$ cat src/rtl/sao_pkg.sv
package sao_pkg;

  // Fixed widths of the stream fields.
  localparam int WORD_W          = 32;
  localparam int FUNC_W          = 3;
  localparam int STATUS_W        = 2;
  localparam int DEPTH_W         = 7;
  localparam int STACK_DEPTH_DEF = 64;

  // Operation codes carried on the input side.
  typedef enum logic [FUNC_W-1:0] {
    FN_PUSH = 3'd0,
    FN_SWAP = 3'd1,
    FN_ADD  = 3'd2,
    FN_SUB  = 3'd3,
    FN_DIV  = 3'd4
  } func_t;

  // Status codes carried on the result side.
  typedef enum logic [STATUS_W-1:0] {
    ST_OK      = 2'd0,
    ST_SHORT   = 2'd1,
    ST_DIVZERO = 2'd2,
    ST_FULL    = 2'd3
  } status_t;

  // What one stack cell does at the next clock edge.
  typedef enum logic [1:0] {
    CMD_HOLD     = 2'd0,
    CMD_SHIFT_DN = 2'd1,
    CMD_SHIFT_UP = 2'd2,
    CMD_LOAD     = 2'd3
  } cell_cmd_t;

  // Control handed to each cell by the sequencer.
  typedef struct packed {
    cell_cmd_t           cmd;
    logic [WORD_W-1:0]   load_word;
  } cell_ctl_t;

endpackage

$ cat src/rtl/sao_cell.sv
module sao_cell
  import sao_pkg::*;
(
  input  logic              clk,
  input  cell_ctl_t         ctl,
  input  logic [WORD_W-1:0] above_word,
  input  logic [WORD_W-1:0] below_word,
  output logic [WORD_W-1:0] word_q
);

  logic [WORD_W-1:0] word_r;
  logic [WORD_W-1:0] word_nxt;

  // A push moves words away from the top, a pop pulls them back toward it.
  always_comb begin
    case (ctl.cmd)
      CMD_HOLD:     word_nxt = word_r;
      CMD_SHIFT_DN: word_nxt = above_word;
      CMD_SHIFT_UP: word_nxt = below_word;
      CMD_LOAD:     word_nxt = ctl.load_word;
      default:      word_nxt = word_r;
    endcase
  end

  always_ff @(posedge clk) begin
    word_r <= word_nxt;
  end

  assign word_q = word_r;

endmodule

$ cat src/rtl/sao_div.sv
module sao_div
  import sao_pkg::*;
(
  input  logic              clk,
  input  logic              rst_n,
  input  logic              start,
  input  logic [WORD_W-1:0] num,
  input  logic [WORD_W-1:0] den,
  output logic              done,
  output logic [WORD_W-1:0] quot
);

  localparam int CNT_W = $clog2(WORD_W);

  logic              busy_r,  busy_nxt;
  logic              done_r,  done_nxt;
  logic              neg_r,   neg_nxt;
  logic [CNT_W-1:0]  cnt_r,   cnt_nxt;
  logic [WORD_W-1:0] rem_r,   rem_nxt;
  logic [WORD_W-1:0] quo_r,   quo_nxt;
  logic [WORD_W-1:0] den_r,   den_nxt;

  logic [WORD_W:0]   shifted;
  logic [WORD_W:0]   diff;
  logic              fits;
  logic [WORD_W-1:0] num_mag;
  logic [WORD_W-1:0] den_mag;

  // Magnitudes of the operands; the most negative word maps onto itself.
  assign num_mag = num[WORD_W-1] ? (~num + 1'b1) : num;
  assign den_mag = den[WORD_W-1] ? (~den + 1'b1) : den;

  // One restoring step: bring down the next dividend bit and try to subtract.
  assign shifted = {rem_r, quo_r[WORD_W-1]};
  assign diff    = shifted - {1'b0, den_r};
  assign fits    = (shifted >= {1'b0, den_r});

  always_comb begin
    busy_nxt = busy_r;
    done_nxt = 1'b0;
    neg_nxt  = neg_r;
    cnt_nxt  = cnt_r;
    rem_nxt  = rem_r;
    quo_nxt  = quo_r;
    den_nxt  = den_r;
    if (start) begin
      busy_nxt = 1'b1;
      neg_nxt  = num[WORD_W-1] ^ den[WORD_W-1];
      cnt_nxt  = CNT_W'(WORD_W - 1);
      rem_nxt  = '0;
      quo_nxt  = num_mag;
      den_nxt  = den_mag;
    end else if (busy_r) begin
      rem_nxt = fits ? diff[WORD_W-1:0] : shifted[WORD_W-1:0];
      quo_nxt = {quo_r[WORD_W-2:0], fits};
      cnt_nxt = cnt_r - 1'b1;
      if (cnt_r == '0) begin
        busy_nxt = 1'b0;
        done_nxt = 1'b1;
      end
    end
  end

  always_ff @(posedge clk) begin
    if (!rst_n) begin
      busy_r <= 1'b0;
      done_r <= 1'b0;
    end else begin
      busy_r <= busy_nxt;
      done_r <= done_nxt;
    end
    neg_r <= neg_nxt;
    cnt_r <= cnt_nxt;
    rem_r <= rem_nxt;
    quo_r <= quo_nxt;
    den_r <= den_nxt;
  end

  // Apply the quotient sign; truncation toward zero falls out of the magnitudes.
  assign done = done_r;
  assign quot = neg_r ? (~quo_r + 1'b1) : quo_r;

endmodule

$ cat src/rtl/stack_alu_ops.sv
// Stack ALU: an operand stack of signed 32-bit words driven by one operation
// per input word.
// Input channel: in_tuser carries the operation (push, swap, add, sub, div),
// in_tdata the word to push. Result channel: out_tuser carries the status
// (ok, stack too short, division by zero, stack full), out_tdata the word on
// top of the stack afterwards and the stack depth.
// Every input word yields exactly one result word.
// Push, swap, add, sub and any rejected operation need no extra wait: the
// result is registered at the edge that takes the input, and the next input
// can follow in the next cycle unless the receiver stalls.
// A division loads the divider at the edge that takes the input, runs the
// one-bit-per-cycle restoring divider, and then writes the quotient back into
// the stack before the next input is taken.
// The stack is a row of cells, top word in the first cell; a push shifts every
// cell by one place, a pop loads the first cell and shifts the rest, all in the same cycle.
// Reset empties the stack (depth zero) and drops any pending result; stored
// words are not cleared.
// A stalled receiver holds the result in the output register; a new input is
// taken only when that register is empty or being emptied in the same cycle.
module stack_alu_ops
  import sao_pkg::*;
#(
  parameter int STACK_DEPTH = STACK_DEPTH_DEF
) (
  input  logic        clk,
  input  logic        rst_n,
  input  logic        in_tvalid,
  output logic        in_tready,
  input  logic [31:0] in_tdata,   // [31:0] push_value
  input  logic [7:0]  in_tuser,   // [2:0] func, rest zero
  output logic        out_tvalid,
  input  logic        out_tready,
  output logic [39:0] out_tdata,  // [31:0] top_value, [38:32] depth, rest zero
  output logic [7:0]  out_tuser   // [1:0] status, rest zero
);

  localparam int CW = $clog2(STACK_DEPTH + 1);

  typedef enum logic [1:0] {
    SO_NONE = 2'd0,
    SO_PUSH = 2'd1,
    SO_POP  = 2'd2,
    SO_SWAP = 2'd3
  } stk_op_t;

  typedef enum logic [1:0] {
    S_IDLE = 2'b01,
    S_DIV  = 2'b10
  } state_t;

  state_t             state_r, state_nxt;
  logic [CW-1:0]      cnt_r, cnt_nxt;
  logic               out_valid_r, out_valid_nxt;
  status_t            out_status_r, out_status_nxt;
  logic [WORD_W-1:0]  out_top_r, out_top_nxt;
  logic [DEPTH_W-1:0] out_depth_r, out_depth_nxt;

  stk_op_t            op;
  logic [WORD_W-1:0]  pop_word;
  logic [WORD_W-1:0]  alu_res;
  logic [WORD_W-1:0]  cur_top;
  logic [WORD_W-1:0]  push_value;
  func_t              func;
  logic               in_fire;
  logic               full;
  logic               short;
  logic               div_start;
  logic               div_done;
  logic [WORD_W-1:0]  div_quot;
  logic [CW+DEPTH_W-1:0] cnt_ext;

  logic [WORD_W-1:0]  cell_q [STACK_DEPTH];
  logic [WORD_W-1:0]  above  [STACK_DEPTH];
  logic [WORD_W-1:0]  below  [STACK_DEPTH];
  cell_ctl_t          cell_ctl [STACK_DEPTH];

  assign func       = func_t'(in_tuser[FUNC_W-1:0]);
  assign push_value = in_tdata[WORD_W-1:0];
  assign in_tready  = (state_r == S_IDLE) && (!out_valid_r || out_tready);
  assign in_fire    = in_tvalid && in_tready;
  assign full       = (cnt_r == CW'(STACK_DEPTH));
  assign short      = (cnt_r < CW'(2));
  assign cur_top    = (cnt_r != '0) ? cell_q[0] : '0;
  assign alu_res    = (func == FN_ADD) ? (cell_q[1] + cell_q[0]) : (cell_q[1] - cell_q[0]);
  assign cnt_ext    = {{DEPTH_W{1'b0}}, cnt_nxt};

  // Sequencer: decode the operation, update the count and form the result.
  always_comb begin
    state_nxt      = state_r;
    cnt_nxt        = cnt_r;
    op             = SO_NONE;
    pop_word       = alu_res;
    div_start      = 1'b0;
    out_valid_nxt  = out_valid_r && !out_tready;
    out_status_nxt = out_status_r;
    out_top_nxt    = out_top_r;
    if (in_fire) begin
      out_valid_nxt  = 1'b1;
      out_status_nxt = ST_OK;
      out_top_nxt    = cur_top;
      case (func)
        FN_PUSH: begin
          if (full) begin
            out_status_nxt = ST_FULL;
          end else begin
            op          = SO_PUSH;
            cnt_nxt     = cnt_r + 1'b1;
            out_top_nxt = push_value;
          end
        end
        FN_SWAP, FN_ADD, FN_SUB, FN_DIV: begin
          if (short) begin
            out_status_nxt = ST_SHORT;
          end else if (func == FN_SWAP) begin
            op          = SO_SWAP;
            out_top_nxt = cell_q[1];
          end else if (func == FN_DIV) begin
            if (cell_q[0] == '0) begin
              out_status_nxt = ST_DIVZERO;
            end else begin
              div_start     = 1'b1;
              state_nxt     = S_DIV;
              out_valid_nxt = 1'b0;
            end
          end else begin
            op          = SO_POP;
            cnt_nxt     = cnt_r - 1'b1;
            out_top_nxt = alu_res;
          end
        end
        default: begin
          out_status_nxt = ST_OK;
        end
      endcase
    end else if (state_r == S_DIV && div_done) begin
      op             = SO_POP;
      pop_word       = div_quot;
      cnt_nxt        = cnt_r - 1'b1;
      state_nxt      = S_IDLE;
      out_valid_nxt  = 1'b1;
      out_status_nxt = ST_OK;
      out_top_nxt    = div_quot;
    end
    out_depth_nxt = cnt_ext[DEPTH_W-1:0];
  end

  // Per-cell commands and neighbor links along the row.
  always_comb begin
    for (int i = 0; i < STACK_DEPTH; i++) begin
      above[i] = (i == 0) ? push_value : cell_q[(i == 0) ? 0 : i - 1];
      below[i] = (i == STACK_DEPTH - 1) ? '0 : cell_q[(i == STACK_DEPTH - 1) ? i : i + 1];
      cell_ctl[i].load_word = (i == 0) ? ((op == SO_POP) ? pop_word : cell_q[1]) : cell_q[0];
      case (op)
        SO_PUSH: cell_ctl[i].cmd = CMD_SHIFT_DN;
        SO_POP:  cell_ctl[i].cmd = (i == 0) ? CMD_LOAD : CMD_SHIFT_UP;
        SO_SWAP: cell_ctl[i].cmd = (i < 2) ? CMD_LOAD : CMD_HOLD;
        default: cell_ctl[i].cmd = CMD_HOLD;
      endcase
    end
  end

  // Row of stack cells, top of stack in cell zero.
  for (genvar g = 0; g < STACK_DEPTH; g++) begin : g_cell
    sao_cell u_cell (
      .clk        (clk),
      .ctl        (cell_ctl[g]),
      .above_word (above[g]),
      .below_word (below[g]),
      .word_q     (cell_q[g])
    );
  end

  // Iterative divider on the second word by the top word.
  sao_div u_div (
    .clk   (clk),
    .rst_n (rst_n),
    .start (div_start),
    .num   (cell_q[1]),
    .den   (cell_q[0]),
    .done  (div_done),
    .quot  (div_quot)
  );

  always_ff @(posedge clk) begin
    if (!rst_n) begin
      state_r     <= S_IDLE;
      cnt_r       <= '0;
      out_valid_r <= 1'b0;
    end else begin
      state_r     <= state_nxt;
      cnt_r       <= cnt_nxt;
      out_valid_r <= out_valid_nxt;
    end
    out_status_r <= out_status_nxt;
    out_top_r    <= (cnt_nxt != '0) ? out_top_nxt : '0;
    out_depth_r  <= out_depth_nxt;
  end

  assign out_tvalid = out_valid_r;
  assign out_tdata  = {1'b0, out_depth_r, out_top_r};
  assign out_tuser  = {6'b0, out_status_r};

  // The count never passes the number of cells.
  a_cnt_bound: assert property (@(posedge clk) disable iff (!rst_n)
    cnt_r <= CW'(STACK_DEPTH))
    else $error("stack count beyond capacity");

  // While dividing, no input is taken and no result is pending.
  a_div_quiet: assert property (@(posedge clk) disable iff (!rst_n)
    state_r == S_DIV |-> !in_tready && !out_valid_r)
    else $error("channel active during division");

  // The divider finishes only while the sequencer waits for it.
  a_div_done: assert property (@(posedge clk) disable iff (!rst_n)
    div_done |-> state_r == S_DIV)
    else $error("divider done outside division");

  // An accepted push on a stack with room grows it by one.
  a_push_grow: assert property (@(posedge clk) disable iff (!rst_n)
    in_fire && func == FN_PUSH && !full |=> cnt_r == $past(cnt_r) + 1'b1)
    else $error("push did not grow the stack");

endmodule
$ cat config.mk
export PLATFORM = sky130hd
export DESIGN_NAME = stack_alu_ops
export DESIGN_NICKNAME = d
export VERILOG_FILES = /design/src/rtl/sao_pkg.sv /design/src/rtl/sao_cell.sv /design/src/rtl/sao_div.sv /design/src/rtl/stack_alu_ops.sv
export SDC_FILE = /design/constraint.sdc
export NUM_CORES = 2
export LEC_CHECK = 0
export ABC_AREA = 1
export BUFFER_PORTS_ARGS = -buffer_cell sky130_fd_sc_hd__buf_2
export CAP_MARGIN = 10
export CORE_UTILIZATION = 35
export DETAILED_ROUTE_END_ITERATION = 7
export GPL_TIMING_DRIVEN = 0
export PLACE_DENSITY = 0.47
export SETUP_SLACK_MARGIN = 0.02
export SLEW_MARGIN = 0
export SYNTH_ARGS = -nofsm -noshare
export SYNTH_HDL_FRONTEND = slang
export SYNTH_SLANG_ARGS = --single-unit
$ cat constraint.sdc
create_clock -name clk -period 60.9 [get_ports clk]
set_input_delay 6.09 -clock clk [delete_from_list [all_inputs] [get_ports clk]]
set_output_delay 6.09 -clock clk [all_outputs]
set_load 0.05 [all_outputs]
# == Word level (Yosys, flattened, before mapping) ==
# Cells that the tools add are included.
# Widths: inputs -> output; s select.
# totals
ff_bits,2203
input_bits,44
out_inout_bits,50
elab_cells,272
# classes
n_addsub,9
n_lt_le_gt_ge,2
n_eq_ne,24
n_mux,131
bitwise_logic,6
reduce_logical,22
# op_table
cell,count
$pmux 32 s3,63
$mux 32,16
$pmux 32 s2,2
$add 32x1->32 const B,3
$not 32->32,3
$sub 32x32->32,2
$mux 7,6
$mux 2,19
$ge 33x32->1,1
$add 32x32->32,1
$logic_not 32->1,1
$mux 31,1
$eq 2x2->1 const B,9
$mux 1,18
$pmux 2 s2,4
$pmux 7 s2,1
$reduce_bool 7->1,2
$eq 2x1->1 const B,5
$add 7x1->7 const B,1
$eq 7x7->1 const B,1
$lt 7x2->1 const B,1
$sub 7x1->7 const B,1
$eq 3x2->1 const B,2
$logic_not 2->1,3
other kinds (18),28

# == Depth between registers and ports, before layout ==
# depth
depth_word,11
depth_mapped,31
depth_no_buf,31

# == Hierarchy ==
# Synthesis repeated with hierarchy kept, for this count alone.
# hier_totals
cells_unflattened,14555
hier_area_um2,128572.1
# modules_own_cells
module,instances,cells_per_inst,area_each_um2,seq_area_each_um2
sao_cell,64,180,1732.9,960.9
sao_div,1,1471,9339.0,2732.6
stack_alu_ops,1,1564,8326.7,1041.0

# == Worst setup path after synthesis ==
# Ideal clock, no wire load.
# synth_path
path_type,input -> register
from,in out_tready
to,"reg g_cell[10].u_cell.word_r[0], enable pin"
setup_ns,2.313
arrival_ns,46.472
t_required_ns,58.587
setup_slack_ns,12.115
path_stages,10
path_buffers,3
path_cell_list,nor2_1 > nor3_2 > nand2_1 > clkbuf_1 > a21oi_1 > inv_1 > buf_2 > clkbuf_1 > ha_1 > inv_1
# synth_between
elab_chain_cells,7
word_cells_on_any_way,8
cone_classes,eq/ne (2); mux (2); reduce/logical (4)
# synth_lines
element,line,text
from (decl),stack_alu_ops.sv:32,"input logic out_tready,"
$logic_or 1x1->1 *,stack_alu_ops.sv:79,assign in_tready = (state_r == S_IDLE) && (!out_valid_r || out_tready);
$logic_and 1x1->1 *,stack_alu_ops.sv:79,
named net in_tready,stack_alu_ops.sv:28,"output logic in_tready,"
$logic_and 1x1->1 *,stack_alu_ops.sv:80,assign in_fire = in_tvalid && in_tready;
$mux 2 *,stack_alu_ops.sv:97,if (in_fire) begin
$eq 2x2->1 / $eq 2x1->1 (equally long branches),stack_alu_ops.sv:153,case (op)
$pmux 2 s2 *,stack_alu_ops.sv:153,
$logic_not 2->1 *,sao_cell.sv:16,case (ctl.cmd)
to (signal assigned),sao_cell.sv:26,word_r <= word_nxt;
to (decl),sao_cell.sv:11,logic [WORD_W-1:0] word_r;
# The timed path passes the listed nets; every way through them passes the cells marked *.
# A chain may end at the register's enable or synchronous reset.

# == Final worst setup path ==
# layout_path
from,in out_tready
to,out in_tready
# layout_between
elab_chain_cells,2
# layout_lines
element,line
$logic_or 1x1->1,stack_alu_ops.sv:79
$logic_and 1x1->1,stack_alu_ops.sv:79
to (decl),stack_alu_ops.sv:28
# No other way between the ends.

==> key figures <==
Status
  – Outcome: finished with violations
  – Failing checks: max-capacitance violations

Finish
  – Util after Layout: 40.18%
  – Post-Layout Cell Count: 16.13k
  – Synth-to-layout area growth: 14.09%
  – Fillers: 30.44k
  – Fin area: 120700 um2
  – Proportion of layout cells with a drive suffix above 1: 4.878%
  – Fin nets: 12.09k

Timing
  – Final hold slack: 0.4752 ns
  – Post-layout min period: 13.10 ns
  – RSZ-0062 raised after global routing: no
  – Crit share post-route: 21.51%
  – Max-slew headroom: 0.6197%
  – Setup TNS: 0 ns
  – Least-Margin Pin Slew: 1.491 ns
  – Max Freq: 76.32 MHz
  – Final setup vio count: 0
  – Max-slew violations: 0
  – Final worst slack: 47.80 ns
  – Clock Skew: 0.07749 ns
  – Final hold vios: 0

Global route
  – Total global routing track utilization: 31.53%
  – Largest net degree at the start of global routing: 137
  – Vias in the first global route: 84.79k
  – First-pass GRT wire length: 671500 um
  – Initial antenna violation count: 23
  – Grt total ovfl: 0

Setup path
  – Setup slack, reg-to-reg: 53.32 ns
  – Worst setup endpoint: in_tready
  – R2r endpoint: g_cell[19].u_cell.word_q[23]
  – Reg2Reg Depth: 13
  – Arr. time, crit path: 7.01 ns
  – CP startpoint: out_tready
  – RR Startpoint: u_div.done
  – Crit Path Max Fanout: 2
  – Crit. End Element: primary output
  – Element type at the critical path start: input port
  – Data required, critical path: 54.81 ns
  – Critical path class: input port to primary output

Logic synthesis
  – Largest family of logic cells by synthesized area: simple AND/OR/NAND/NOR gates
  – Post-synthesis adder-cell area fraction: 0.9961%
  – Multiplexer share of the synthesized area: 0%
  – Xor/xnor share of the synthesized area: 0.7619%
  – Syn. warnings: 0
  – Synth Area in Compound Gates: 3.475%
  – Cell variety after synth: 55
  – Post-Synth Simple-Gate Area: 28.81%
  – Cells after Synth: 11.54k
  – Main synth FF type: edfxtp_1
  – Flops & latches, synth: 2203
  – Syn Std Cell Area: 105800 um2
  – Part of the Yosys area used for sequential elements: 61.72%
  – Syn_area_per_cell: 9.168 um2
  – Fraction of registers with async set/reset: 0%
  – Post-synth EDFFs: 2115

Power
  – Power Total: 4.001 mW
  – Leakage power: 48.98 nW
  – Worst VDD drop: 20.50 uV
  – Pwr/cell area: 33.16 nW/um2

Clock network
  – Skew-Pair Late Insertion Delay: 0.92 ns
  – Hold-fix buffers, CTS: 0
  – CTS H-Tree Depth: 5
  – Total CTS buffers: 265
  – Root buffer cell: clkbuf_16
  – Clock transition at the registers of the reported paths: 0.06 ns
  – CTS tree: yes
  – CTS-repair resized insts: 0
  – Longest Clk Path Bufs: 4
  – Clock sink count: 2203
  – # Post-CTS Setup Buffers: 0

Hold path
  – Hold depth: 2
  – Hold Crit Class: flip-flop to flip-flop

Die
  – Die Area: 304400 um2
  – Height of the die: 551.7 um
  – Core Area: 300300 um2
  – Die width: 551.7 um
  – IO Count: 94
  – Row count: 201
  – Initial Util: 35.22%

Routing
  – Final WL: 491100 um
  – Initial drt markers: 13.13k
  – TritonRoute pass-1 iters: 6
  – Final ANT Viol Nets: 0
  – Drt wl/cell: 30.44 um
  – Vias: 90.36k
  – Post-route DRC: 0
  – DR vias/cell: 5.602

Place
  – Number of port buffers: 81
  – Placed Area: 112600 um2
  – Post-DP HPWL: 380900 um
  – DP Cell Count: 15.65k
  – DP Worst Slack: 47.73 ns
  – GPL Wtd Cong: 1.014

Run
  – Max-cap viol count: 1
==> kinds of logic (layout without fill, tap and decap cells) <==
family	count (synthesis)	after routing
other	1	23
adders and majority gates	83	83
AOI/OAI and AO/OA	659	659
DFF	2203	2203
and+or+nand+nor	7332	7332
buffers and inverters	1166	1780
xor gates and xnor gates	92	92
==> critical path, cell delays in order <==
cell	delay [ns]
buf_2	0.10
nor2_1	0.49
nor3_2	0.10
buf_2	0.24
==> worst min-delay path by stage <==
stage	to	slack, ns	startpoint
6_report	u_div.rem_r[8]	0.48	u_div.rem_r[8]
4_1_cts	u_div.rem_r[4]	0.48	u_div.rem_r[4]
2_1_floorplan	u_div.rem_r[20]	0.44	u_div.rem_r[20]
3_3_place_gp	u_div.rem_r[13]	0.46	u_div.rem_r[13]
3_5_place_dp	u_div.rem_r[3]	0.46	u_div.rem_r[3]
5_1_grt	u_div.rem_r[4]	0.48	u_div.rem_r[4]
==> placed cells by master (no fill, tap or decap), types with 18 or more instances in the layout <==
cell,netlist,layout
nand2_1,4819,4818
nand3_1,2115,2115
edfxtp_1,2115,2115
clkbuf_1,684,734
inv_1,393,390
nor2_1,286,286
o21ai_0,288,285
clkbuf_16,0,276
a21oi_1,216,216
buf_2,21,103
dfxtp_1,88,88
ha_1,81,81
xor2_1,73,73
clkinv_1,3,60
o211ai_1,50,50
buf_1,38,37
clkbuf_2,1,31
buf_16,0,31
buf_8,0,30
nor3_1,29,29
nand4_1,27,27
a221oi_1,24,24
clkinv_2,0,23
a31oi_1,20,20
xnor2_1,19,19
buf_4,11,18
==> cells in the mapped netlist (24+ instances only) <==
cell type | instances | area (um2)
nand2_1 | 4819 | 18090
buf_1 | 38 | 142.6
o211ai_1 | 50 | 375.4
o21ai_0 | 288 | 1441
a221oi_1 | 24 | 210.2
inv_1 | 393 | 1475
nor3_1 | 29 | 145.1
nor2_1 | 286 | 1074
nand4_1 | 27 | 168.9
clkbuf_1 | 684 | 2567
xor2_1 | 73 | 639.4
dfxtp_1 | 88 | 1762
a21oi_1 | 216 | 1081
ha_1 | 81 | 1013
edfxtp_1 | 2115 | 63510
nand3_1 | 2115 | 10590
==> where the power goes <==
group	internal (mW)	switching, mW
Clock	0.863	0.679
Combinational	0.143	0.404
Sequential	1.83	0.0813
==> final cells by class <==
type / count / area (um2) / share of cell area (%)
diodes: 16 / 40.04 / 0.03318
plain buffers: 760 / 2998 / 2.485
clock buffers: 357 / 7221 / 5.984
clock inverters: 105 / 784.5 / 0.6502
inverters: 406 / 1534 / 1.271
multi-input cells: 8173 / 36040 / 29.87
flip-flops and latches: 2203 / 65270 / 54.09
well taps: 3958 / 4952 / 4.104
repair buffers: 152 / 1822 / 1.510
==> flip-flops by register name, indices dropped and copies added, names as in the netlist, 5 cells and up <==
signal / count
g_cell.u_cell.word_q: 2048
u_div.quo_r: 32
u_div.den_r: 32
cnt_r: 7
u_div.cnt_r: 5
out_depth_r: 7
out_top_r: 32
u_div.rem_r: 32
==> routing by layer <==
layer	share of wire (%)	track usage, %	vias up	wire [um]
li1	-	-	40032	-
met1	40	41.59	44865	198700
met2	46	50.58	4686	224400
met3	9.1	6.228	767	44460
met4	4.8	13.11	8	23490
met5	0.012	0	-	60
Power figures use the tool's default switching activity.
